==> src/design/tfn_queue.sv <==
// ----------------------------------------------------------------------------
// tfn_queue: two-entry queue between front and back
// Decouples the cross product stage from the normalize pipeline.
// ----------------------------------------------------------------------------
module tfn_queue #(
    parameter int WIDTH = 8
) (
    input  logic             aclk,
    input  logic             aresetn,
    input  logic             in_valid,
    output logic             in_ready,
    input  logic [WIDTH-1:0] in_data,
    output logic             out_valid,
    input  logic             out_ready,
    output logic [WIDTH-1:0] out_data
);
    logic [WIDTH-1:0] mem_reg [2];
    logic wp_reg, rp_reg;
    logic [1:0] cnt_reg;
    logic push, pop;

    assign in_ready  = cnt_reg != 2'd2;
    assign out_valid = cnt_reg != 2'd0;
    assign out_data  = mem_reg[rp_reg];
    assign push = in_valid && in_ready;
    assign pop  = out_valid && out_ready;

    always_ff @(posedge aclk) begin
        if (!aresetn) begin
            wp_reg  <= 1'b0;
            rp_reg  <= 1'b0;
            cnt_reg <= 2'd0;
        end else begin
            if (push) wp_reg <= !wp_reg;
            if (pop)  rp_reg <= !rp_reg;
            cnt_reg <= cnt_reg + 2'(push) - 2'(pop);
        end
        if (push) mem_reg[wp_reg] <= in_data;
    end

    assert property (@(posedge aclk) disable iff (!aresetn)
        cnt_reg != 2'd3)
        else $error("queue count out of range");
    assert property (@(posedge aclk) disable iff (!aresetn)
        (cnt_reg == 2'd0 && push) |=> out_valid)
        else $error("pushed entry not visible");
    assert property (@(posedge aclk) disable iff (!aresetn)
        (cnt_reg == 2'd2 && !pop) |=> cnt_reg == 2'd2)
        else $error("full queue lost an entry");
endmodule

==> config.mk <==
export PLATFORM = sky130hd
export DESIGN_NAME = tfn_queue
export DESIGN_NICKNAME = d
export VERILOG_FILES = /design/src/design/tfn_queue.sv
export SDC_FILE = /design/constraint.sdc
export NUM_CORES = 1
export LEC_CHECK = 0
export BUFFER_PORTS_ARGS = -buffer_cell sky130_fd_sc_hd__buf_4
export CAP_MARGIN = 20
export CORE_ASPECT_RATIO = 1.2
export CORE_MARGIN = 3
export CORE_UTILIZATION = 44
export DETAILED_ROUTE_END_ITERATION = 12
export GPL_ROUTABILITY_DRIVEN = 0
export PLACE_DENSITY = 0.71
export REMOVE_ABC_BUFFERS = 1
export SLEW_MARGIN = 10
export SYNTH_ARGS = -nofsm -noshare
export SYNTH_HDL_FRONTEND = slang
export SYNTH_SLANG_ARGS = --single-unit
export TNS_END_PERCENT = 100
==> constraint.sdc <==
create_clock -name aclk -period 1.6 [get_ports aclk]
set_clock_uncertainty 0.15 [all_clocks]
set_input_delay 0.16 -clock aclk [delete_from_list [all_inputs] [get_ports aclk]]
set_output_delay 0.16 -clock aclk [all_outputs]
set_load 0.05 [all_outputs]
==> out/results.ini <==
[sta]
max-slew-margin-rel_pct=70.1
finalSetupViolations=0
rsz0062_at_grt=yes
worst_slew_pin_slew_ps=442
setup_ws_ps=51.5
timing_max_transition_violations_final=0
finalHoldViolCount=0
fin_crit_ps=1550
fmax_mhz=646
period_share_pct=96.8

[cells_and_area]
multi_input_area_sq_um=254
largest_reg_flops=16
postLayoutCellArea_sq_um=1190
areaGrowthSynthToFinish_pct=42.5
antenna_cells=0
layout-drive-gt1-share_pct=47.8
nets=104
regArea_sq_um=588
finalNonFillerCells=108
nFillCells=135

[logic_synthesis]
yosysSeqAreaShare_pct=69.5
syn_area_per_cell_sq_um=15.2
synth_cells=55
yosysWarnings=0
netlist_area_sq_um=836
synth_cell_types=23
synth.ff_latch_count=21

[critical_path]
crit_start=cnt_reg[1]
crit_arrival_ps=1590
reg2reg_from=cnt_reg[1]
required_ps=1640
cp-end-kind=flop
worst-path-max-fanout=6
rr_worst_depth=5
crit_type=flop to flop
setup.worst_path.start_class=flop
reg2reg_slack_ps=50
r2r-end=cnt_reg[0]
endpoint=cnt_reg[0]

[place]
pre_cts_slack_ps=-50.0
port_buffers=21
place_inst=94
placed_area_sq_um=1020
hpwl_um=958

[power]
worst_ir_drop_vdd_mv=0.662
finalPower_mw=1.64
power_frac_seq_pct=44.5
p_int_mw=1.05
sw_frac_of_total_pct=35.7
p_per_area_nw_per_um2=1370
power_frac_clock_pct=14.9
p_leak_nw=0.474
combPwrFrac_pct=40.6
switching_power_uw=585

[floorplan]
die-height_um=53.7
start_util_pct=48.5
core_sq_um=1720
io_pins=22
rows=16
die_area_sq_um=2460
die_w_um=45.8

[drt]
drc=0
dr.pass1.iters=4
wl_per_cell_um=14.5
postRouteAntennaNets=0
vias_per_cell=4.99
drt_iter0_drc=4
num_vias=539
wirelength_mm=1.57

[cts]
cts_max_path_buffers=2
clk_pin_slew_ps=110
clock_sinks=21
h-tree-depth=1
cts_tree=built
clock_latency_ps=290
cts_root_buf=clkbuf_4
cts_buffers=3

[global_routing]
grt_pass1_vias=553
grt_max_degree=12
grt_overflow=0
antenna_found_initial=0
grt.total_usage_pct=13.8
grt_pass1_wl_mm=2.30

[min_path]
hold_class=input pin to flop

[run]
cap_violations=0

[status]
status=finished clean

-- cells by family after synthesis --
group | after synthesis | synth area share (%)
flip-flops | 21 | 69.5
AND/OR/NAND/NOR | 15 | 10.5
multiplexers | 8 | 10.8
AO/OA/AOI/OAI | 6 | 5.24
buffers and inverters | 3 | 1.50
XOR/XNOR | 1 | 1.05
adder cells (fa/ha/maj) | 1 | 1.50
-- power by group through the flow --
stage / clock network [mW] / logic (mW) / registers [mW]
floorplan: 0 / 0.430 / 0.719
global placement: 0 / 0.574 / 0.732
detailed placement: 0 / 0.585 / 0.735
CTS: 0.251 / 0.612 / 0.728
global route: 0.283 / 0.706 / 0.739
finish: 0.243 / 0.665 / 0.728
-- synthesized netlist by cell type --
cell type,n,area share (%)
a21oi_1,1,0.60
and2_1,1,0.75
o21ai_0,2,1.2
nand2b_1,1,0.75
nor4bb_1,1,1.2
mux2_2,8,11
and2b_1,1,0.90
nand3b_1,1,0.90
xor2_1,1,1.0
o31a_1,1,1.0
nor3_1,1,0.60
inv_1,2,0.90
and3_1,2,1.5
or2_2,1,0.75
nand3_1,1,0.60
o21ba_2,1,1.2
edfxtp_1,16,57
nor4_1,1,0.75
dfxtp_1,5,12
buf_2,1,0.60
a21bo_2,1,1.2
nor2_1,4,1.8
ha_1,1,1.5
-- metrics by stage --
stage               util, %  hold WS (ps)  setup TNS [ps]
finish                 69.2          44.2               0
global route           69.2          51.2           -32.0
CTS                    66.6          36.6               0
detailed placement     59.2           198           -50.0
global placement       59.2           196               0
floorplan                 -           109           -2040
-- worst min-delay path by stage --
| stage | start | endpoint | slack (ps) | cells past startpoint |
|---|---|---|---|---|
| after detailed placement | in_data[3] | mem_reg[0][3] | 200 | 1 |
| after global routing | in_valid | wp_reg | 50 | 3 |
| after floorplan | in_data[0] | mem_reg[0][0] | 110 | 0 |
| after global placement | in_data[3] | mem_reg[1][3] | 200 | 1 |
| after CTS | in_valid | wp_reg | 40 | 3 |
| final | in_valid | wp_reg | 40 | 3 |
-- metal layers --
metal	global-route usage (%)	up-vias	part of all wire [%]
li1	-	274	-
met1	12.2	249	36
met2	27.4	14	60
met3	3.34	2	4.0
met4	7.11	0	0.64
met5	0	-	0
-- worst max-delay path, cell delays in order, from the launching register on --
cell and delay (ps):
dfxtp_4 370, and2b_1 190, o21ba_2 220, nor2_2 100, ha_2 270, and2_1 150
-- placed cells by master (no fill, tap or decap), drive strengths merged, types with 2 or more instances in the layout --
| cell type | netlist | final |
|---|---|---|
| inv | 2 | 2 |
| mux2 | 8 | 8 |
| dfxtp | 5 | 5 |
| buf | 1 | 23 |
| edfxtp | 16 | 16 |
| o21ai | 2 | 2 |
| clkbuf | 0 | 4 |
| and3 | 2 | 2 |
| nor2 | 4 | 4 |
| dlygate4sd3 | 0 | 9 |
-- what timing repair did --
item | CTS | global route
hold buffers | 9 | 0
setup endpoints to repair | 9 | 13
pin swaps | 0 | 2
resized for setup | 4 | 12
hold endpoints to repair | 18 | 0
setup buffers | 0 | 1
-- final cells by class --
cell class,instances,area share [%]
well taps,18,1.89
inverters,2,0.630
clock buffers,4,2.21
repair buffers,32,24.6
multi-input cells,31,21.3
flip-flops and latches,21,49.4
(Power assumes the default switching activity.)
